$ cat config.mk
export PLATFORM = sky130hd
export DESIGN_NAME = byte_stuffer_rule_table_unit
export DESIGN_NICKNAME = d
export VERILOG_FILES = /design/src/hw/rtl/bsrt_pkg.sv /design/src/hw/rtl/bsrt_front.sv /design/src/hw/rtl/bsrt_queue.sv /design/src/hw/rtl/bsrt_back.sv /design/src/hw/rtl/byte_stuffer_rule_table_unit.sv
export VERILOG_INCLUDE_DIRS = /design/src /design/src/hw/rtl
export SDC_FILE = /design/constraint.sdc
export NUM_CORES = 1
export LEC_CHECK = 0
export ABC_CLOCK_PERIOD_IN_PS = 15100
export BUFFER_PORTS_ARGS = -buffer_cell sky130_fd_sc_hd__buf_2
export CORE_MARGIN = 1
export CORE_UTILIZATION = 51
export CTS_BUF_LIST = sky130_fd_sc_hd__clkbuf_4
export DETAILED_ROUTE_END_ITERATION = 8
export GPL_ROUTABILITY_DRIVEN = 1
export PLACE_DENSITY = 0.7
export SYNTH_ARGS = -nofsm -noshare
export SYNTH_HDL_FRONTEND = slang
export SYNTH_SLANG_ARGS = --single-unit
export TNS_END_PERCENT = 5
$ cat constraint.sdc
create_clock -name clk_i -period 15.1 [get_ports clk_i]
set_input_delay 1.51 -clock clk_i [delete_from_list [all_inputs] [get_ports clk_i]]
set_output_delay 1.51 -clock clk_i [all_outputs]
set_load 0.1 [all_outputs]
$ cat src/hw/rtl/assert_macros.svh
// Assertion macros used by the top-level RTL file of the byte stuffer.
// No dependencies; define NO_ASSERTIONS to compile them out.
`ifndef ASSERT_MACROS_SVH
`define ASSERT_MACROS_SVH

`ifndef NO_ASSERTIONS
`define BSRT_ASSERT(lbl, clk, rst_n, prop) \
  lbl: assert property (@(posedge clk) disable iff (!rst_n) prop) \
    else $error("bsrt assertion failed");
`define BSRT_ASSERT_ALWAYS(lbl, clk, prop) \
  lbl: assert property (@(posedge clk) prop) \
    else $error("bsrt assertion failed");
`else
`define BSRT_ASSERT(lbl, clk, rst_n, prop)
`define BSRT_ASSERT_ALWAYS(lbl, clk, prop)
`endif

`endif

$ cat src/hw/rtl/bsrt_pkg.sv
// Byte stuffer package: config register codes, rule word layout, queue types.
// No dependencies.
`default_nettype none

package bsrt_pkg;

  localparam int unsigned BYTE_W     = 8;
  localparam int unsigned CFG_IDX_W  = 3;
  localparam int unsigned RULE_W     = 59;
  localparam int unsigned CFG_DATA_W = RULE_W;
  localparam int unsigned COUNT_W    = 3;

  // rule word layout
  localparam int unsigned MATCH_LSB  = 0;
  localparam int unsigned OUT_LSB    = 8;
  localparam int unsigned LEN_LSB    = 40;
  localparam int unsigned LEN_RAW_W  = 3;
  localparam int unsigned LEFT_LSB   = 43;
  localparam int unsigned RIGHT_LSB  = 51;
  localparam int unsigned GUARD_W    = 8;

  // register indexes
  localparam logic [CFG_IDX_W-1:0] REG_RULE_COUNT = 3'd0;
  localparam logic [CFG_IDX_W-1:0] REG_RULE_ZERO  = 3'd1;

  // request queue between front and back
  localparam int unsigned QDEPTH = 2;
  localparam int unsigned QPTR_W = 1;
  localparam int unsigned QCNT_W = 2;

  typedef struct packed {
    logic full;
    logic empty;
  } qstat_t;

endpackage

`default_nettype wire

$ cat src/hw/rtl/bsrt_front.sv
// Front end: rule registers and first-match classification of each byte.
// Depends on bsrt_pkg.
`default_nettype none

module bsrt_front #(
  parameter int unsigned MAX_RULES = 4,
  parameter int unsigned MAX_OUT   = 4,
  parameter int unsigned MAX_FRAME = 4096
) (
  input  wire logic                                    clk_i,
  input  wire logic                                    rst_ni,
  input  wire logic                                    cfg_we_i,
  input  wire logic [bsrt_pkg::CFG_IDX_W-1:0]          cfg_idx_i,
  input  wire logic [bsrt_pkg::CFG_DATA_W-1:0]         cfg_data_i,
  input  wire logic                                    push_i,
  input  wire logic [bsrt_pkg::BYTE_W-1:0]             data_byte_i,
  input  wire logic [$clog2(MAX_FRAME)-1:0]            frame_position_i,
  input  wire logic [$clog2(MAX_FRAME+1)-1:0]          bytes_to_end_i,
  input  wire bsrt_pkg::qstat_t                        qstat_i,
  output logic                                         q_wr_o,
  output logic [$clog2(MAX_OUT+1)+MAX_OUT*bsrt_pkg::BYTE_W-1:0] q_data_o
);

  localparam int unsigned END_W  = $clog2(MAX_FRAME+1);
  localparam int unsigned CMP_W  = END_W + bsrt_pkg::GUARD_W;
  localparam int unsigned LEN_W  = $clog2(MAX_OUT+1);
  localparam int unsigned SEQ_W  = MAX_OUT * bsrt_pkg::BYTE_W;
  localparam int unsigned RIDX_W = (MAX_RULES > 1) ? $clog2(MAX_RULES) : 1;
  localparam logic [bsrt_pkg::CFG_IDX_W:0] RULE_END =
    (bsrt_pkg::CFG_IDX_W+1)'(int'(bsrt_pkg::REG_RULE_ZERO) + MAX_RULES);

  logic [bsrt_pkg::COUNT_W-1:0]                   count_q;
  logic [MAX_RULES-1:0][bsrt_pkg::RULE_W-1:0]     rule_q;
  logic [bsrt_pkg::COUNT_W-1:0]                   active;
  logic [MAX_RULES-1:0]                           hit;
  logic [RIDX_W-1:0]                              wr_ridx;
  logic                                           rule_sel;
  logic [LEN_W-1:0]                               ent_len;
  logic [SEQ_W-1:0]                               ent_bytes;

  function automatic logic [LEN_W-1:0] clamp_len(input logic [bsrt_pkg::LEN_RAW_W-1:0] raw);
    return (raw > bsrt_pkg::LEN_RAW_W'(MAX_OUT)) ? LEN_W'(MAX_OUT) : LEN_W'(raw);
  endfunction

  assign wr_ridx  = RIDX_W'(cfg_idx_i - bsrt_pkg::REG_RULE_ZERO);
  assign rule_sel = (cfg_idx_i >= bsrt_pkg::REG_RULE_ZERO) && ({1'b0, cfg_idx_i} < RULE_END);

  always_ff @(posedge clk_i or negedge rst_ni) begin
    if (!rst_ni) begin
      count_q <= '0;
      rule_q  <= '0;
    end else if (cfg_we_i) begin
      if (cfg_idx_i == bsrt_pkg::REG_RULE_COUNT) begin
        count_q <= cfg_data_i[bsrt_pkg::COUNT_W-1:0];
      end else if (rule_sel) begin
        rule_q[wr_ridx] <= cfg_data_i;
      end
    end
  end

  assign active = (count_q > bsrt_pkg::COUNT_W'(MAX_RULES)) ?
                  bsrt_pkg::COUNT_W'(MAX_RULES) : count_q;

  for (genvar r = 0; r < MAX_RULES; r++) begin : g_rule
    assign hit[r] = (bsrt_pkg::COUNT_W'(r) < active)
        && (rule_q[r][bsrt_pkg::MATCH_LSB +: bsrt_pkg::BYTE_W] == data_byte_i)
        && (CMP_W'(frame_position_i) >= CMP_W'(rule_q[r][bsrt_pkg::LEFT_LSB +: bsrt_pkg::GUARD_W]))
        && (CMP_W'(bytes_to_end_i) > CMP_W'(rule_q[r][bsrt_pkg::RIGHT_LSB +: bsrt_pkg::GUARD_W]));
  end

  // lowest-numbered hit wins
  always_comb begin
    ent_len   = LEN_W'(1);
    ent_bytes = SEQ_W'(data_byte_i);
    for (int r = MAX_RULES - 1; r >= 0; r--) begin
      if (hit[r]) begin
        ent_len   = clamp_len(rule_q[r][bsrt_pkg::LEN_LSB +: bsrt_pkg::LEN_RAW_W]);
        ent_bytes = rule_q[r][bsrt_pkg::OUT_LSB +: SEQ_W];
      end
    end
  end

  // zero-length escapes drop the byte
  assign q_wr_o   = push_i && !qstat_i.full && (ent_len != '0);
  assign q_data_o = {ent_len, ent_bytes};

endmodule

`default_nettype wire

$ cat src/hw/rtl/bsrt_queue.sv
// Two-entry request queue between the classifier and the emitter.
// Depends on bsrt_pkg.
`default_nettype none

module bsrt_queue #(
  parameter int unsigned WIDTH = 35
) (
  input  wire logic             clk_i,
  input  wire logic             rst_ni,
  input  wire logic             wr_i,
  input  wire logic [WIDTH-1:0] wr_data_i,
  input  wire logic             rd_i,
  output logic [WIDTH-1:0]      rd_data_o,
  output bsrt_pkg::qstat_t      stat_o
);

  logic [WIDTH-1:0]                 mem_q [bsrt_pkg::QDEPTH];
  logic [bsrt_pkg::QPTR_W-1:0]      wr_ptr_q, rd_ptr_q;
  logic [bsrt_pkg::QCNT_W-1:0]      cnt_q;

  always_ff @(posedge clk_i) begin
    if (wr_i) begin
      mem_q[wr_ptr_q] <= wr_data_i;
    end
  end

  always_ff @(posedge clk_i or negedge rst_ni) begin
    if (!rst_ni) begin
      wr_ptr_q <= '0;
      rd_ptr_q <= '0;
      cnt_q    <= '0;
    end else begin
      if (wr_i) begin
        wr_ptr_q <= wr_ptr_q + 1'b1;
      end
      if (rd_i) begin
        rd_ptr_q <= rd_ptr_q + 1'b1;
      end
      case ({wr_i, rd_i})
        2'b10:   cnt_q <= cnt_q + 1'b1;
        2'b01:   cnt_q <= cnt_q - 1'b1;
        default: cnt_q <= cnt_q;
      endcase
    end
  end

  assign rd_data_o    = mem_q[rd_ptr_q];
  assign stat_o.full  = (cnt_q == bsrt_pkg::QCNT_W'(bsrt_pkg::QDEPTH));
  assign stat_o.empty = (cnt_q == '0);

endmodule

`default_nettype wire

$ cat src/hw/rtl/bsrt_back.sv
// Back end: walks the head request into the output register, one byte per cycle while pop allows.
// Depends on bsrt_pkg.
`default_nettype none

module bsrt_back #(
  parameter int unsigned MAX_OUT = 4
) (
  input  wire logic                                    clk_i,
  input  wire logic                                    rst_ni,
  input  wire bsrt_pkg::qstat_t                        qstat_i,
  input  wire logic [$clog2(MAX_OUT+1)+MAX_OUT*bsrt_pkg::BYTE_W-1:0] q_data_i,
  output logic                                         q_rd_o,
  input  wire logic                                    pop,
  output logic                                         empty,
  output logic [bsrt_pkg::BYTE_W-1:0]                  out_byte_o,
  output logic                                         last_of_run_o
);

  localparam int unsigned LEN_W   = $clog2(MAX_OUT+1);
  localparam int unsigned SEQ_W   = MAX_OUT * bsrt_pkg::BYTE_W;
  localparam int unsigned ENTRY_W = LEN_W + SEQ_W;
  localparam int unsigned IDX_W   = (MAX_OUT > 1) ? $clog2(MAX_OUT) : 1;
  localparam int unsigned CNT_W   = ((LEN_W > IDX_W) ? LEN_W : IDX_W) + 1;

  logic [IDX_W-1:0]            idx_q, idx_d;
  logic                        valid_q;
  logic [bsrt_pkg::BYTE_W-1:0] byte_q;
  logic                        last_q;
  logic [LEN_W-1:0]            head_len;
  logic [SEQ_W-1:0]            head_bytes;
  logic [bsrt_pkg::BYTE_W-1:0] cur_byte;
  logic                        cur_last;
  logic                        take;

  assign head_len   = q_data_i[ENTRY_W-1 -: LEN_W];
  assign head_bytes = q_data_i[SEQ_W-1:0];
  assign cur_byte   = head_bytes[idx_q*bsrt_pkg::BYTE_W +: bsrt_pkg::BYTE_W];
  assign cur_last   = (CNT_W'(idx_q) + CNT_W'(1)) == CNT_W'(head_len);

  assign take   = (!valid_q || pop) && !qstat_i.empty;
  assign q_rd_o = take && cur_last;

  always_comb begin
    idx_d = idx_q;
    if (take) begin
      idx_d = cur_last ? '0 : idx_q + 1'b1;
    end
  end

  always_ff @(posedge clk_i or negedge rst_ni) begin
    if (!rst_ni) begin
      idx_q   <= '0;
      valid_q <= 1'b0;
    end else begin
      idx_q   <= idx_d;
      valid_q <= take || (valid_q && !pop);
    end
  end

  always_ff @(posedge clk_i) begin
    if (take) begin
      byte_q <= cur_byte;
      last_q <= cur_last;
    end
  end

  assign empty         = !valid_q;
  assign out_byte_o    = byte_q;
  assign last_of_run_o = last_q;

endmodule

`default_nettype wire

$ cat src/hw/rtl/byte_stuffer_rule_table_unit.sv
// The input request is registered in the request queue, then its first result byte in the output register.
// Throughput: one input byte per cycle while full is low; a request expanding to n escape bytes holds the
// emitter until all n bytes are taken, and full rises once both entries of the two-entry request queue are occupied.
// Reset clears the rule count and all rule words to zero and empties the queue.
// Depends on bsrt_pkg, bsrt_front, bsrt_queue, bsrt_back, assert_macros.svh.
`default_nettype none

`include "assert_macros.svh"

module byte_stuffer_rule_table_unit #(
  parameter int unsigned MAX_RULES = 4,
  parameter int unsigned MAX_OUT   = 4,
  parameter int unsigned MAX_FRAME = 4096
) (
  input  wire logic                              clk_i,
  input  wire logic                              rst_ni,
  input  wire logic                              cfg_we_i,
  input  wire logic [bsrt_pkg::CFG_IDX_W-1:0]    cfg_idx_i,
  input  wire logic [bsrt_pkg::CFG_DATA_W-1:0]   cfg_data_i,
  input  wire logic                              push,
  output logic                                   full,
  input  wire logic [bsrt_pkg::BYTE_W-1:0]       data_byte_i,
  input  wire logic [$clog2(MAX_FRAME)-1:0]      frame_position_i,
  input  wire logic [$clog2(MAX_FRAME+1)-1:0]    bytes_to_end_i,
  output logic                                   empty,
  input  wire logic                              pop,
  output logic [bsrt_pkg::BYTE_W-1:0]            out_byte_o,
  output logic                                   last_of_run_o
);

  localparam int unsigned LEN_W   = $clog2(MAX_OUT+1);
  localparam int unsigned ENTRY_W = LEN_W + MAX_OUT * bsrt_pkg::BYTE_W;

  bsrt_pkg::qstat_t    q_stat;
  logic                q_wr;
  logic                q_rd;
  logic [ENTRY_W-1:0]  q_wdata;
  logic [ENTRY_W-1:0]  q_rdata;

  bsrt_front #(
    .MAX_RULES (MAX_RULES),
    .MAX_OUT   (MAX_OUT),
    .MAX_FRAME (MAX_FRAME)
  ) u_front (
    .clk_i            (clk_i),
    .rst_ni           (rst_ni),
    .cfg_we_i         (cfg_we_i),
    .cfg_idx_i        (cfg_idx_i),
    .cfg_data_i       (cfg_data_i),
    .push_i           (push),
    .data_byte_i      (data_byte_i),
    .frame_position_i (frame_position_i),
    .bytes_to_end_i   (bytes_to_end_i),
    .qstat_i          (q_stat),
    .q_wr_o           (q_wr),
    .q_data_o         (q_wdata)
  );

  bsrt_queue #(
    .WIDTH (ENTRY_W)
  ) u_queue (
    .clk_i     (clk_i),
    .rst_ni    (rst_ni),
    .wr_i      (q_wr),
    .wr_data_i (q_wdata),
    .rd_i      (q_rd),
    .rd_data_o (q_rdata),
    .stat_o    (q_stat)
  );

  bsrt_back #(
    .MAX_OUT (MAX_OUT)
  ) u_back (
    .clk_i         (clk_i),
    .rst_ni        (rst_ni),
    .qstat_i       (q_stat),
    .q_data_i      (q_rdata),
    .q_rd_o        (q_rd),
    .pop           (pop),
    .empty         (empty),
    .out_byte_o    (out_byte_o),
    .last_of_run_o (last_of_run_o)
  );

  assign full = q_stat.full;

  `BSRT_ASSERT_ALWAYS(a_no_overflow, clk_i, q_wr |-> !q_stat.full)
  `BSRT_ASSERT(a_no_empty_request, clk_i, rst_ni, q_wr |-> (q_wdata[ENTRY_W-1 -: LEN_W] != '0))
  `BSRT_ASSERT(a_back_drains, clk_i, rst_ni, (empty && !q_stat.empty) |=> !empty)
  `BSRT_ASSERT(a_rd_only_nonempty, clk_i, rst_ni, q_rd |-> !q_stat.empty)

endmodule

`default_nettype wire

# Yosys cells after proc, flatten, opt, wreduce, memory -nomap -nowiden
# Memories as Yosys holds them, arrays and structs flattened.
# Index checks and enable logic that the tools add are counted.
[op_classes]
n_eq_ne = 8
n_addsub = 7
n_lt_le_gt_ge = 21
n_reduce_logical = 31
n_bitwise = 1
shift = 1
muxes = 20
[ops]
columns = ["op", "count"]
rows = [
  ["bitwise mux 236 bit", 1],
  ["two-way mux 32 bit", 4],
  ["demux 59 bit (select 2 bit)", 1],
  ["two-way mux 59 bit", 1],
  ["> comparator 13 x 8 -> 1 bit", 4],
  ["greater-or-equal comparator 12 x 8 -> 1 bit", 4],
  ["== test 8 bit", 4],
  ["indexed part select 32 x 6 -> 8 bit", 1],
  ["two-way mux 3 bit", 9],
  ["logical AND 1 bit", 19],
  ["> comparator 3 bit (second input constant)", 5],
  ["< comparator 1 x 3 -> 1 bit (first input constant)", 2],
  ["< comparator 2 x 3 -> 1 bit (first input constant)", 2],
  ["adder 2 x 1 -> 2 bit (second input constant)", 2],
  ["== test 2 bit (second input constant)", 2],
  ["== test 4 x 3 -> 1 bit", 1],
  ["zero test 1 bit", 4],
  ["one-hot mux 2 bit (2 select lines)", 1],
  ["subtractor 2 x 1 -> 2 bit (second input constant)", 2],
  ["adder 2 x 1 -> 3 bit (second input constant)", 1],
  ["greater-or-equal comparator 3 x 1 -> 1 bit (second input constant)", 1],
  ["zero test 3 bit", 1],
  ["< comparator 2 x 3 -> 1 bit (second input constant)", 1],
  ["< comparator 3 bit (second input constant)", 1],
  ["other kinds (12)", 15],
]
[word_totals]
in_bits = 100
mem_count = 1
out_inout_bits = 11
wordCells = 102
reg_bits = 255
ram_bits = 70
[mem_list]
columns = ["name", "words", "word_bits", "read_ports", "rd_ports_with_merged_regs", "write_ports", "line_no", "rtl"]
rows = [
  ["u_queue.mem_q", 2, 35, 1, 0, 1, "bsrt_queue.sv:17", "logic [WIDTH-1:0] mem_q [bsrt_pkg::QDEPTH];"],
]

# Longest topological paths before layout
# Gate-level depths: netlist of run 1.
[logic_depth]
ltp_word = 14
ltp_mapped = 15
ltp_nobuf = 14

# Hierarchy
# From an unflattened synthesis of run 1, not the netlist that was laid out.
[unflattened]
hier_cells = 1216
hier_area_um2 = 15567.4
[modules_own_cells]
columns = ["module", "n_inst", "cells_per_inst", "seq_area_each_um2", "area_each_um2"]
rows = [
  ["bsrt_front", 1, 1054, 5980.7, 12050.3],
  ["bsrt_queue", 1, 125, 2202.1, 2860.2],
  ["bsrt_back", 1, 37, 345.3, 656.9],
]

# Worst setup path before layout of run 1
# Ideal clock, no wire load.
[synth_timing]
path_type = "input to register"
start = "in frame_position_i[5]"
end = "mem u_queue.mem_q[0][0] (enable)"
stages = 8
required_ns = 14.629
t_arrival_ns = 5.822
slack_ns = 8.807
path_cell_list = "ha_1 and4_1 nor3b_1 o21bai_4 or4b_1 a31oi_1 o41ai_2 nor3_1"
[synth_between]
elab_chain_cells = 11
elab_cells_between_ends = 20
classes_between = "4 x order compare; 6 x mux; 10 x reduce/logical"
[synth_rtl]
columns = ["item", "line_no", "rtl"]
rows = [
  ["from (decl)", "byte_stuffer_rule_table_unit.sv:23", "input wire logic [$clog2(MAX_FRAME)-1:0] frame_position_i,"],
  ["greater-or-equal comparator 12 x 8 -> 1 bit", "bsrt_front.sv:67", "&& (CMP_W'(frame_position_i) >= CMP_W'(rule_q[r][bsrt_pkg::LEFT_LSB +: bsrt_pkg::GUARD_W]))"],
  ["logical AND 1 bit", "bsrt_front.sv:67", ""],
  ["logical AND 1 bit", "bsrt_front.sv:68", "&& (CMP_W'(bytes_to_end_i) > CMP_W'(rule_q[r][bsrt_pkg::RIGHT_LSB +: bsrt_pkg::GUARD_W]));"],
  ["two-way mux 3 bit (3 in a row)", "bsrt_front.sv:76", "if (hit[r]) begin"],
  ["two-way mux 3 bit *", "bsrt_front.sv:76", ""],
  ["nonzero test 3 bit *", "bsrt_front.sv:84", "assign q_wr_o = push_i && !qstat_i.full && (ent_len != '0);"],
  ["logical AND 1 bit *", "bsrt_front.sv:84", ""],
  ["two-way mux 1 bit *", "bsrt_queue.sv:22", "if (wr_i) begin"],
  ["two-way mux 1 bit (not written as such) *", "bsrt_queue.sv:23", "mem_q[wr_ptr_q] <= wr_data_i;"],
  ["to (decl)", "bsrt_queue.sv:17", ""],
]
# Every way passes the cells marked *; elsewhere a longest branch is shown, timed or not.

# Worst setup path in the final report of run 1
[layout_timing]
start = "in bytes_to_end_i[4]"
end = "reg u_queue.cnt_q[1] (netlist name)"
[layout_between]
elab_chain_cells = 10
elab_cells_between_ends = 18
classes_between = "4 x order compare; 2 x eq/ne; 5 x mux; 7 x reduce/logical"
[layout_rtl]
columns = ["item", "line_no", "rtl"]
rows = [
  ["from (decl)", "byte_stuffer_rule_table_unit.sv:24", "input wire logic [$clog2(MAX_FRAME+1)-1:0] bytes_to_end_i,"],
  ["> comparator 13 x 8 -> 1 bit", "bsrt_front.sv:68", ""],
  ["logical AND 1 bit", "bsrt_front.sv:68", ""],
  ["two-way mux 3 bit (3 in a row)", "bsrt_front.sv:76", ""],
  ["two-way mux 3 bit *", "bsrt_front.sv:76", ""],
  ["nonzero test 3 bit *", "bsrt_front.sv:84", ""],
  ["logical AND 1 bit *", "bsrt_front.sv:84", ""],
  ["== test 2 x 1 -> 1 bit / == test 2 bit (equally long branches)", "bsrt_queue.sv:39", "case ({wr_i, rd_i})"],
  ["one-hot mux 2 bit (2 select lines) / nonzero test 2 bit (equally long branches)", "n/a", ""],
  ["to (signal assigned)", "bsrt_queue.sv:40", "2'b10: cnt_q <= cnt_q + 1'b1;"],
  ["to (signal assigned)", "bsrt_queue.sv:41", "2'b01: cnt_q <= cnt_q - 1'b1;"],
  ["to (signal assigned)", "bsrt_queue.sv:42", "default: cnt_q <= cnt_q;"],
  ["to (decl)", "bsrt_queue.sv:19", "logic [bsrt_pkg::QCNT_W-1:0] cnt_q;"],
]
# Marks and branches as above.
# A chain may end at the register's enable or synchronous reset.

==> results of run 1 <==
[sequential cells by signal, indices dropped and copies added, names as in the netlist]
register,cells
u_back.idx_q,2
u_back.valid_q,1
u_front.count_q,3
u_queue.cnt_q,2
u_front.rule_q,236
u_queue.wr_ptr_q,1
u_queue.rd_ptr_q,1
u_back.last_of_run_o,1
u_queue.mem_q,70
u_back.out_byte_o,8
[where the power goes]
| group | switching [mW] | total, mW | internal [mW] |
|---|---|---|---|
| sequential | 0.106 | 1.23 | 1.12 |
| combinational | 0.364 | 0.636 | 0.271 |
| clock | 0.361 | 0.781 | 0.419 |
| total | 0.832 | 2.64 | 1.81 |
[placed cells by master (no fill, tap or decap), types with 21 or more instances in the layout]
| cell | instances |
|---|---|
| o21ai_0 | 65 |
| clkbuf_4 | 132 |
| a221oi_1 | 22 |
| mux2i_1 | 21 |
| inv_1 | 68 |
| buf_2 | 109 |
| nor3_1 | 23 |
| mux2_2 | 201 |
| nor2_1 | 37 |
| dfrtp_1 | 246 |
| nand2_1 | 94 |
| o31ai_1 | 25 |
| xnor2_1 | 23 |
| edfxtp_1 | 79 |
| ha_1 | 66 |
[cell usage after synthesis (22+ instances only)]
library cell,instances,area [sq um]
dfrtp_1,246,6160
ha_1,66,826
mux2_2,201,2260
nor2_1,40,150
nand2_1,94,353
xnor2_1,23,201
edfxtp_1,79,2370
o21ai_0,65,325
inv_1,68,255
clkbuf_1,38,143
nor3_1,26,130
o31ai_1,25,188
a221oi_1,22,193
[routing by layer]
layer,routed length [um],part of all wire [%],up-vias
met1,15300,45,5005
met2,16200,48,253
met4,500,1.5,0
met5,0,0,-
li1,-,-,4718
met3,1770,5.2,48
[kinds of logic after synthesis]
family / count (synthesis) / share of synthesized area [%]
buffers and inverters: 131 / 3.36
muxes: 241 / 18.6
xor gates and xnor gates: 39 / 2.22
DFF: 325 / 55.4
AOI/OAI and AO/OA: 184 / 8.28
and+or+nand+nor: 222 / 6.81
adders and majority gates: 66 / 5.36
[area by class of cell]
type / instances / area (sq um)
Tap cell: 390 / 488
Clock buffer: 132 / 991
Timing Repair Buffer: 124 / 666
Antenna cell: 1 / 2.50
Clock inverter: 19 / 138
Inverter: 69 / 259
Multi-Input combinational cell: 752 / 6410
Sequential cell: 325 / 8530
Fill cell: 2390 / 12200
[metrics by stage]
step / setup slack (ns) / total power [mW] / cells / cell area (sq um) / util, %
5_1_grt: 10.50 / 2.80 / 1812 / 17500 / 58.8
4_1_cts: 10.78 / 2.68 / 1811 / 17500 / 58.8
3_5_place_dp: 10.08 / 1.89 / 1660 / 16300 / 55.0
3_3_place_gp: 10.17 / 1.86 / 1660 / 16300 / 55.0
6_report: 10.72 / 2.64 / 1812 / 17500 / 58.8
2_1_floorplan: 8.81 / 1.71 / 1208 / 15400 / -
[path summary, 6_finish.rpt]
path | from | endpoint | cells after the start
max | bytes_to_end_i[4] | u_queue.cnt_q[1]$_DFFE_PN0P_ | 13
max in group asynchronous | rst_ni | u_front.rule_q[156]$_DFFE_PN0P_ | 2
max reg2reg | u_front.rule_q[232]$_DFFE_PN0P_ | u_queue.cnt_q[1]$_DFFE_PN0P_ | 13
min in group asynchronous | rst_ni | u_front.rule_q[112]$_DFFE_PN0P_ | 1
min | u_front.rule_q[100]$_DFFE_PN0P_ | u_front.rule_q[100]$_DFFE_PN0P_ | 1
min reg2reg | u_front.rule_q[100]$_DFFE_PN0P_ | u_front.rule_q[100]$_DFFE_PN0P_ | 1
==> metrics.md, run 1 <==
| Metric | Value |
|---|---|
| Final period utilization | `29.0%` |
| Layout cells sized above 1 | `35.5%` |
| Worst-skew pair later-pin latency | `0.74 ns` |
| Worst hold path type | `flip-flop to flip-flop` |
| CP Class | `primary input to flip-flop` |
| Crit-path cells | `buf_2 > ha_1 > nand3_1 > o21bai_1 > a211oi_1 > o211a_1 > o221ai_1 > a31o_1 > o41ai_2 > or2_1 > ha_1 > nor2_1 > xnor2_1` |
| Minimum clock period | `4.38 ns` |
| Gr usage total | `23.0%` |
| Post_cts resized | `0` |
| P per Cell Area | `151 nW/um^2` |
| Critical-path maximum fanout | `11` |
| Routed vias/inst | `5.53` |
| # DRC | `0` |
| Slowest stage delay, CP | `0.59 ns` |
| Final WL | `33800 um` |
| Dpl hpwl | `21900 um` |
| WP buf/inv | `1` |
| Slew HR | `30.1%` |
| Clock transition at path regs | `0.06 ns` |
| # IOs | `111` |
| Remaining Overflow, GRT | `0` |
| Initial antenna violation count | `1` |
| Vias | `10000` |
| Synthesis-to-finish area growth | `13.4%` |
| Slew Limit Fails | `0` |
| Number of flops mapped to enable cells by yosys | `79` |
| Syn Nets | `1374` |
| Row count | `63` |
| Cells after synthesis | `1208` |
| Share of the yosys chip area belonging to registers | `55.4%` |
| Post-CTS Setup Bufs | `0` |
| Total of max-cap violations | `0` |
| Fin. Hold Viols | `0` |
| Mean Syn Cell Area | `12.8 sq um` |
| Final setup vio count | `0` |
| Skew final | `0.0701 ns` |
| Crit path max-delay cell type | `o211a_1` |
| Vias in the first global route | `10700` |
| Maximum VDD drop | `96.8 uV` |
| Crit path DAT | `4.99 ns` |
| First-pass GRT wire length | `55500 um` |
| DIE HEIGHT | `176 um` |
| Post-synth cell types | `67` |
| CTS buffer count | `85` |
| DRT Pass-1 Iters | `7` |
| Core outline area | `29700 sq um` |
| Main synth FF type | `dfrtp_1` |
| Synthesized flop and latch total | `325` |
| P_leak | `7.59 nW` |
| Worst path required time | `15.70 ns` |
| Root Driver | `clkbuf_4` |
| CP top delay family | `compound AO/OA/AOI/OAI gates` |
| Met2 track demand over resource | `37.4%` |
| Status | `complete, no violations` |
| Initial Util | `51.8%` |
| Final ANT Viol Nets | `0` |
| Endpoint type of the worst setup path | `flip-flop` |
| Min Hold Slack | `0.501 ns` |
| Grt met3 use | `4.57%` |
| Clock sink total | `325` |
| Clock Tree Buf Depth | `3` |
| Hold_buf cts | `0` |
| Asr flop ratio synth | `75.7%` |
| DR iter-0 viols | `576` |
| Fmax | `228 MHz` |
| Setup slack, reg-to-reg | `11.29 ns` |
| CP most frequent cell | `ha_1` |
| Wirelength per Cell | `18.7 um` |
| Total negative slack | `0 ns` |
| Overall die width | `176 um` |
| RePlAce Congestion | `0.836` |
| Startpoint Class | `primary input` |
| Final Net Count | `1523` |
| Buffers on Ports | `110` |
| Netlist Area Pre-Place | `15400 sq um` |
| CTS tree | `yes` |
| Largest net degree at the start of global routing | `125` |
| Ys Warns | `0` |
| Worst slew pin tran | `1.05 ns` |
| GRT busiest layer | `met2` |
| Met1 Use GR | `31.1%` |
| H-Tree Depth | `3` |
| Die area | `30900 sq um` |
| RSZ-0062 raised after global routing | `no` |
Power figures use the tool's default switching activity.
==> run 2: changes to the inputs <==
--- a/config.mk
+++ b/config.mk
@@ -6,7 +6,7 @@
 export SDC_FILE = /design/constraint.sdc
 export NUM_CORES = 1
 export LEC_CHECK = 0
-export ABC_CLOCK_PERIOD_IN_PS = 15100
+export ABC_CLOCK_PERIOD_IN_PS = 4200
 export BUFFER_PORTS_ARGS = -buffer_cell sky130_fd_sc_hd__buf_2
 export CORE_MARGIN = 1
 export CORE_UTILIZATION = 51
==> constraint.sdc (replaced) <==
create_clock -name clk_i -period 4.2 [get_ports clk_i]
set_input_delay 0.42 -clock clk_i [delete_from_list [all_inputs] [get_ports clk_i]]
set_output_delay 0.42 -clock clk_i [all_outputs]
set_load 0.1 [all_outputs]
==> metrics.md, run 2 (synthesized netlist as in run 1, its figures left out) <==
| Metric | Value |
|---|---|
| Initial antenna violation count | `1 (unchanged)` |
| CTS tree | `yes (unchanged)` |
| Final WL | `34700 um (was 33800 um)` |
| Total of max-cap violations | `0 (unchanged)` |
| Fmax | `281 MHz` |
| Buffers on Ports | `110 (unchanged)` |
| Slew Limit Fails | `0 (unchanged)` |
| Slew HR | `28.9% (was 30.1%)` |
| Layout cells sized above 1 | `34.5% (was 35.5%)` |
| Routed vias/inst | `5.48 (was 5.53)` |
| Clock sink total | `325 (unchanged)` |
| Register area | `8530 sq um (unchanged)` |
| # fillers | `2373 (was 2390)` |
| Reg2reg end | `u_queue.cnt_q[1]$_DFFE_PN0P_ (unchanged)` |
| Remaining Overflow, GRT | `0 (unchanged)` |
| Worst slew pin tran | `1.07 ns (was 1.05 ns)` |
| Post_cts resized | `0 (unchanged)` |
| WHS Endpoint | `u_front.rule_q[36]$_DFFE_PN0P_ (was u_front.rule_q[100]$_DFFE_PN0P_)` |
| Clock Tree Buf Depth | `3 (unchanged)` |
| # IOs | `111 (unchanged)` |
| Setup slack, reg-to-reg | `0.64 ns (was 11.29 ns)` |
| Worst hold path type | `primary input to flip-flop (was flip-flop to flip-flop)` |
| Hold Startpoint | `cfg_data_i[36] (was u_front.rule_q[100]$_DFFE_PN0P_)` |
| Minimum clock period | `3.56 ns` |
| Root Driver | `clkbuf_4 (unchanged)` |
| DR iter-0 viols | `592 (was 576)` |
| Setup ws final | `0.635 ns (was 10.72 ns)` |
| RePlAce Congestion | `0.828 (was 0.836)` |
| Gr usage total | `23.5% (was 23.0%)` |
| Most frequent cells in the layout | `246 x dfrtp_1, 201 x mux2_2, 130 x clkbuf_4, 109 x buf_2, 94 x nand2_1 (was 246 x dfrtp_1, 201 x mux2_2, 132 x clkbuf_4, 109 x buf_2, 94 x nand2_1)` |
| Final core utilization | `61.2% (was 58.8%)` |
| Worst hold path depth | `2 (was 1)` |
| P_leak | `7.89 nW (was 7.59 nW)` |
| Dpl hpwl | `22800 um (was 21900 um)` |
| Worst-skew pair later-pin latency | `0.70 ns (was 0.74 ns)` |
| Max FFs per register | `236 (unchanged)` |
| Wirelength per Cell | `18.5 um (was 18.7 um)` |
| CTS buffer count | `86 (was 85)` |
| Largest net degree at the start of global routing | `118 (was 125)` |
| Endpoint type of the worst setup path | `flip-flop (unchanged)` |
| Synthesis-to-finish area growth | `18.0% (was 13.4%)` |
| Worst path required time | `4.80 ns (was 15.70 ns)` |
| Die area | `30900 sq um (unchanged)` |
| Post-CTS Setup Bufs | `0 (unchanged)` |
| First-pass GRT wire length | `56300 um (was 55500 um)` |
| Critical R2R Launch | `u_front.rule_q[175]$_DFFE_PN0P_ (was u_front.rule_q[232]$_DFFE_PN0P_)` |
| Startpoint Class | `flip-flop (was primary input)` |
| Maximum VDD drop | `225 uV (was 96.8 uV)` |
| Vias in the first global route | `10700 (about the same)` |
| DRT Pass-1 Iters | `5 (was 7)` |
| RSZ-0062 raised after global routing | `no (unchanged)` |
| Status | `complete, no violations (unchanged)` |
| Clock transition at path regs | `0.06 ns (about the same)` |
| Leading cell type in the layout, fill and taps excluded | `dfrtp_1 (unchanged)` |
| Skew final | `0.0582 ns (was 0.0701 ns)` |
| Crit path DAT | `4.16 ns (was 4.99 ns)` |
| FF-to-FF path depth | `13 (unchanged)` |
| DIE HEIGHT | `176 um (unchanged)` |
| Vias | `10300 (was 10000)` |
| CP Class | `flip-flop to flip-flop (was primary input to flip-flop)` |
| Overall die width | `176 um (unchanged)` |
| # DRC | `0 (unchanged)` |
| Final period utilization | `84.9%` |
| Top reg by flops | `u_front.rule_q (unchanged)` |
| Footprint of the multi-input gates | `6410 sq um (unchanged)` |
| Final ANT Viol Nets | `0 (unchanged)` |
| P per Cell Area | `530 nW/um^2 (was 151 nW/um^2)` |
| Row count | `63 (unchanged)` |
| Dpl cells | `1668 (was 1660)` |
| Initial Util | `51.8% (unchanged)` |
| Critical-path maximum fanout | `16 (was 11)` |
| Final Net Count | `1588 (was 1523)` |
| Final cell count without fillers | `1876 (was 1812)` |
| Fin. Hold Viols | `0 (unchanged)` |
| Final setup vio count | `0 (unchanged)` |
| Core outline area | `29700 sq um (unchanged)` |
| Post-place setup slack | `0.532 ns (was 10.08 ns)` |
| H-Tree Depth | `3 (unchanged)` |
## run 2: layout make-up
type,count,share of cell area (%)
multi-input combinational,752,35.2
tap,390,2.68
inverter,69,1.42
antenna,1,0.0138
timing repair buffer,188,7.42
clock buffer,130,5.37
sequential,325,46.9
clock inverter,21,0.977
## run 2: how the worst max path moves through the flow
stage | start | endpoint | slack, ns | cells past startpoint
after floorplan | frame_position_i[5] | u_queue.mem_q[0][0]$_DFFE_PP_ | -1.00 | 8
final | u_front.rule_q[175]$_DFFE_PN0P_ | u_queue.cnt_q[1]$_DFFE_PN0P_ | 0.64 | 13
after global placement | bytes_to_end_i[11] | u_queue.cnt_q[1]$_DFFE_PN0P_ | 0.60 | 12
after global routing | u_front.rule_q[172]$_DFFE_PN0P_ | u_queue.cnt_q[1]$_DFFE_PN0P_ | 0.39 | 13
after CTS | u_front.rule_q[172]$_DFFE_PN0P_ | u_queue.cnt_q[1]$_DFFE_PN0P_ | 0.69 | 13
after detailed placement | bytes_to_end_i[11] | u_queue.cnt_q[1]$_DFFE_PN0P_ | 0.53 | 13
## run 2: stage by stage
step	hold slack [ns]	area, sq um	setup TNS, ns	power (mW)
floorplan	0.124	15400	-70.18	6.14
global placement	0.488	16500	0	6.72
detailed placement	0.493	16500	0	6.80
CTS	0.00367	18200	0	9.76
global route	0.00173	18200	0	10.2
finish	0.0517	18200	0	9.64
## run 2: power breakdown
group	total, mW	switching [mW]	internal, mW
Sequential	4.41	0.379	4.03
Clock	2.87	1.27	1.60
Combinational	2.36	1.33	1.03
Total	9.64	2.98	6.67
## run 2: timing repair
item | CTS | global route
setup endpoints to repair | 0 | 0
hold endpoints to repair | 298 | 0
hold buffers | 56 | 0
## run 2: critical path, cell delays in order (launching register included)
cell,delay (ns)
dfrtp_1,0.35
inv_1,0.06
ha_1,0.29
a21o_1,0.18
a31oi_1,0.16
o21ai_0,0.12
nor2_2,0.65
nor3_1,0.12
o31a_1,0.37
o41ai_2,0.49
or2_1,0.18
ha_1,0.25
nor2_1,0.14
xnor2_1,0.12
## run 2: routing by layer
layer / part of all wire, % / wire length [um] / track usage (%) / up-vias
met5: 0 / 0 / 0 / -
met4: 2.1 / 737 / 8.51 / 0
met3: 5.1 / 1750 / 4.63 / 63
met2: 48 / 16600 / 37.9 / 243
met1: 45 / 15600 / 31.4 / 5111
li1: - / - / - / 4860
==> run 3: changes to the inputs <==
--- a/config.mk
+++ b/config.mk
@@ -6,7 +6,7 @@
 export SDC_FILE = /design/constraint.sdc
 export NUM_CORES = 1
 export LEC_CHECK = 0
-export ABC_CLOCK_PERIOD_IN_PS = 4200
+export ABC_CLOCK_PERIOD_IN_PS = 3500
 export BUFFER_PORTS_ARGS = -buffer_cell sky130_fd_sc_hd__buf_2
 export CORE_MARGIN = 1
 export CORE_UTILIZATION = 51
==> constraint.sdc (replaced) <==
create_clock -name clk_i -period 3.5 [get_ports clk_i]
set_input_delay 0.35 -clock clk_i [delete_from_list [all_inputs] [get_ports clk_i]]
set_output_delay 0.35 -clock clk_i [all_outputs]
set_load 0.1 [all_outputs]
==> metrics.md, run 3 (synthesized netlist as in run 1, its figures left out) <==
| Metric | Value |
|---|---|
| CTS tree | `yes (unchanged)` |
| Clk pwr share | `29.8% (about the same)` |
| Synthesis-to-finish area growth | `20.1% (was 18.0%)` |
| Final ANT Viol Nets | `0 (unchanged)` |
| Startpoint Class | `flip-flop (unchanged)` |
| Critical-path maximum fanout | `4 (was 16)` |
| Slew HR | `35.8% (was 28.9%)` |
| Dpl hpwl | `22800 um (about the same)` |
| Remaining Overflow, GRT | `0 (unchanged)` |
| Top reg by flops | `u_front.rule_q (unchanged)` |
| Max FFs per register | `236 (unchanged)` |
| P_leak | `8.03 nW (was 7.89 nW)` |
| Buffers on Ports | `110 (unchanged)` |
| Worst path required time | `4.11 ns (was 4.80 ns)` |
| Total of max-cap violations | `0 (unchanged)` |
| Largest net degree at the start of global routing | `99 (was 118)` |
| Placed Area | `16700 sq um (was 16500 sq um)` |
| Core outline area | `29700 sq um (unchanged)` |
| RePlAce Congestion | `0.850 (was 0.828)` |
| Initial Util | `51.8% (unchanged)` |
| Sw Share | `30.7% (was 30.9%)` |
| H-Tree Depth | `3 (unchanged)` |
| Fmax | `302 MHz (was 281 MHz)` |
| Logic pwr share | `24.7% (was 24.5%)` |
| Post-place setup slack | `-0.0973 ns (was 0.532 ns)` |
| Routed vias/inst | `5.50 (was 5.48)` |
| Wirelength per Cell | `18.3 um (was 18.5 um)` |
| Final setup vio count | `0 (unchanged)` |
| CP Class | `flip-flop to flip-flop (unchanged)` |
| Fin. Hold Viols | `0 (unchanged)` |
| Minimum clock period | `3.31 ns (was 3.56 ns)` |
| Endpoint type of the worst setup path | `flip-flop (unchanged)` |
| DR iter-0 viols | `565 (was 592)` |
| Die area | `30900 sq um (unchanged)` |
| Final WL | `34800 um (was 34700 um)` |
| DRT Pass-1 Iters | `5 (unchanged)` |
| Leading cell type in the layout, fill and taps excluded | `dfrtp_1 (unchanged)` |
| # DRC | `0 (unchanged)` |
| Gr usage total | `23.5% (about the same)` |
| Vias | `10500 (was 10300)` |
| Final period utilization | `94.6% (was 84.9%)` |
| Clock Tree Buf Depth | `3 (unchanged)` |
| Setup ws final | `0.188 ns (was 0.635 ns)` |
| Crit path max-delay cell type | `o41ai_4 (was nor2_2)` |
| Worst-skew pair later-pin latency | `0.70 ns (about the same)` |
| Slowest stage delay, CP | `0.47 ns (was 0.65 ns)` |
| Internal | `8.07 mW (was 6.67 mW)` |
| # IOs | `111 (unchanged)` |
| Post-CTS Setup Bufs | `0 (unchanged)` |
| Clock transition at path regs | `0.06 ns (about the same)` |
| Vias in the first global route | `10900 (was 10700)` |
| Worst hold path type | `primary input to flip-flop (unchanged)` |
| CTS buffer count | `85 (was 86)` |
| Final instance area | `18500 sq um (was 18200 sq um)` |
| Clock sink total | `325 (unchanged)` |
| Layout cells sized above 1 | `35.6% (was 34.5%)` |
| Switching pwr | `3.58 mW (was 2.98 mW)` |
| Crit path DAT | `3.93 ns (was 4.16 ns)` |
| Crit-path cells | `inv_1 > ha_1 > nand3_1 > nor3_1 > o21ai_1 > o211a_1 > o211a_1 > o31a_1 > o41ai_4 > or2_1 > ha_1 > nor2_1 > xnor2_1 (was inv_1 > ha_1 > a21o_1 > a31oi_1 > o21ai_0 > nor2_2 > nor3_1 > o31a_1 > o41ai_2 > or2_1 > ha_1 > nor2_1 > xnor2_1)` |
| Most frequent cells in the layout | `246 x dfrtp_1, 201 x mux2_2, 134 x clkbuf_4, 109 x buf_2, 94 x nand2_1 (was 246 x dfrtp_1, 201 x mux2_2, 130 x clkbuf_4, 109 x buf_2, 94 x nand2_1)` |
| Skew final | `0.0397 ns (was 0.0582 ns)` |
| Initial antenna violation count | `3 (was 1)` |
| Slew Limit Fails | `0 (unchanged)` |
| First-pass GRT wire length | `56500 um (was 56300 um)` |
| DIE HEIGHT | `176 um (unchanged)` |
| Root Driver | `clkbuf_4 (unchanged)` |
| Overall die width | `176 um (unchanged)` |
| Final Net Count | `1612 (was 1588)` |
| # fillers | `2351 (was 2373)` |
| Row count | `63 (unchanged)` |
| Maximum VDD drop | `349 uV (was 225 uV)` |
| Sequential share of power | `45.5% (was 45.8%)` |
| Status | `complete, no violations (unchanged)` |
| P per Cell Area | `629 nW/um^2 (was 530 nW/um^2)` |
| Worst slew pin tran | `0.963 ns (was 1.07 ns)` |
-- run 3: cell count changes in the layout (fill, tap and decap cells not counted), moves of 2 or more --
cell / change
nor3_4: +2
buf_4: +17
clkinv_2: -4
dlygate4sd3_1: +5
clkbuf_4: +4
buf_12: +3
-- run 3: power by group through the flow --
stage | Sequential [mW] | Combinational [mW] | Clock, mW
after floorplan | 5.59 | 1.78 | 0
after global placement | 5.33 | 2.75 | 0
after detailed placement | 5.37 | 2.83 | 0
after CTS | 5.30 | 2.89 | 3.59
after global routing | 5.39 | 3.13 | 3.78
final | 5.30 | 2.87 | 3.47
-- run 3: worst paths after layout --
check,to,slack [ns],startpoint,cells past startpoint
worst max-delay path,u_queue.cnt_q[1]$_DFFE_PN0P_,0.19,u_front.rule_q[234]$_DFFE_PN0P_,13
worst max register to register,u_queue.cnt_q[1]$_DFFE_PN0P_,0.19,u_front.rule_q[234]$_DFFE_PN0P_,13
worst min-delay path,u_front.count_q[2]$_DFFE_PN0P_,0.19,cfg_idx_i[1],3
min in group asynchronous,u_front.rule_q[53]$_DFFE_PN0P_,0.27,rst_ni,2
max in group asynchronous,u_front.rule_q[17]$_DFFE_PN0P_,2.31,rst_ni,3
worst min register to register,u_front.rule_q[167]$_DFFE_PN0P_,0.50,u_front.rule_q[167]$_DFFE_PN0P_,1
-- run 3: final cells by class --
class / count / area (sq um) / area share (%)
diodes: 2 / 5.00 / 0.0270
clock buffers: 134 / 1010 / 5.44
clock inverters: 19 / 165 / 0.893
inverters: 69 / 259 / 1.40
multi-input cells: 752 / 6470 / 34.9
flip-flops and latches: 325 / 8530 / 46.1
well taps: 390 / 488 / 2.64
repair buffers: 213 / 1590 / 8.57
-- run 3: stage by stage --
step	power, mW	utilization, %	std cells	setup TNS, ns	hold slack (ns)
finish	11.6	62.3	1904	0	0.192
global route	12.3	62.3	1904	-0.0479	0.172
CTS	11.8	62.1	1902	0	0.129
detailed placement	8.20	56.1	1688	-0.116	0.441
global placement	8.07	56.1	1688	-0.102	0.434
floorplan	7.37	-	1208	0	0.0544
-- run 3: critical path: cells and delay by family, from the launching register on --
kind | cells | cell delay, ns
buffers and inverters | 1 | 0.07
DFF | 1 | 0.32
adders and majority gates | 2 | 0.53
xor gates and xnor gates | 1 | 0.12
and+or+nand+nor | 4 | 0.77
AOI/OAI and AO/OA | 5 | 1.42
-- run 3: repair_timing --
action / 4_1_cts / 5_1_grt
endpoints found under the hold margin: 331 / 0
gates resized for setup: 1 / 5
hold buffers: 61 / 0
setup endpoints to repair: 1 / 16
-- run 3: routing by layer --
layer / share of wire [%] / track usage [%]
met1: 46 / 31.3
met2: 49 / 38.8
met3: 4.3 / 4.07
met4: 1.5 / 8.01
met5: 0.037 / 0
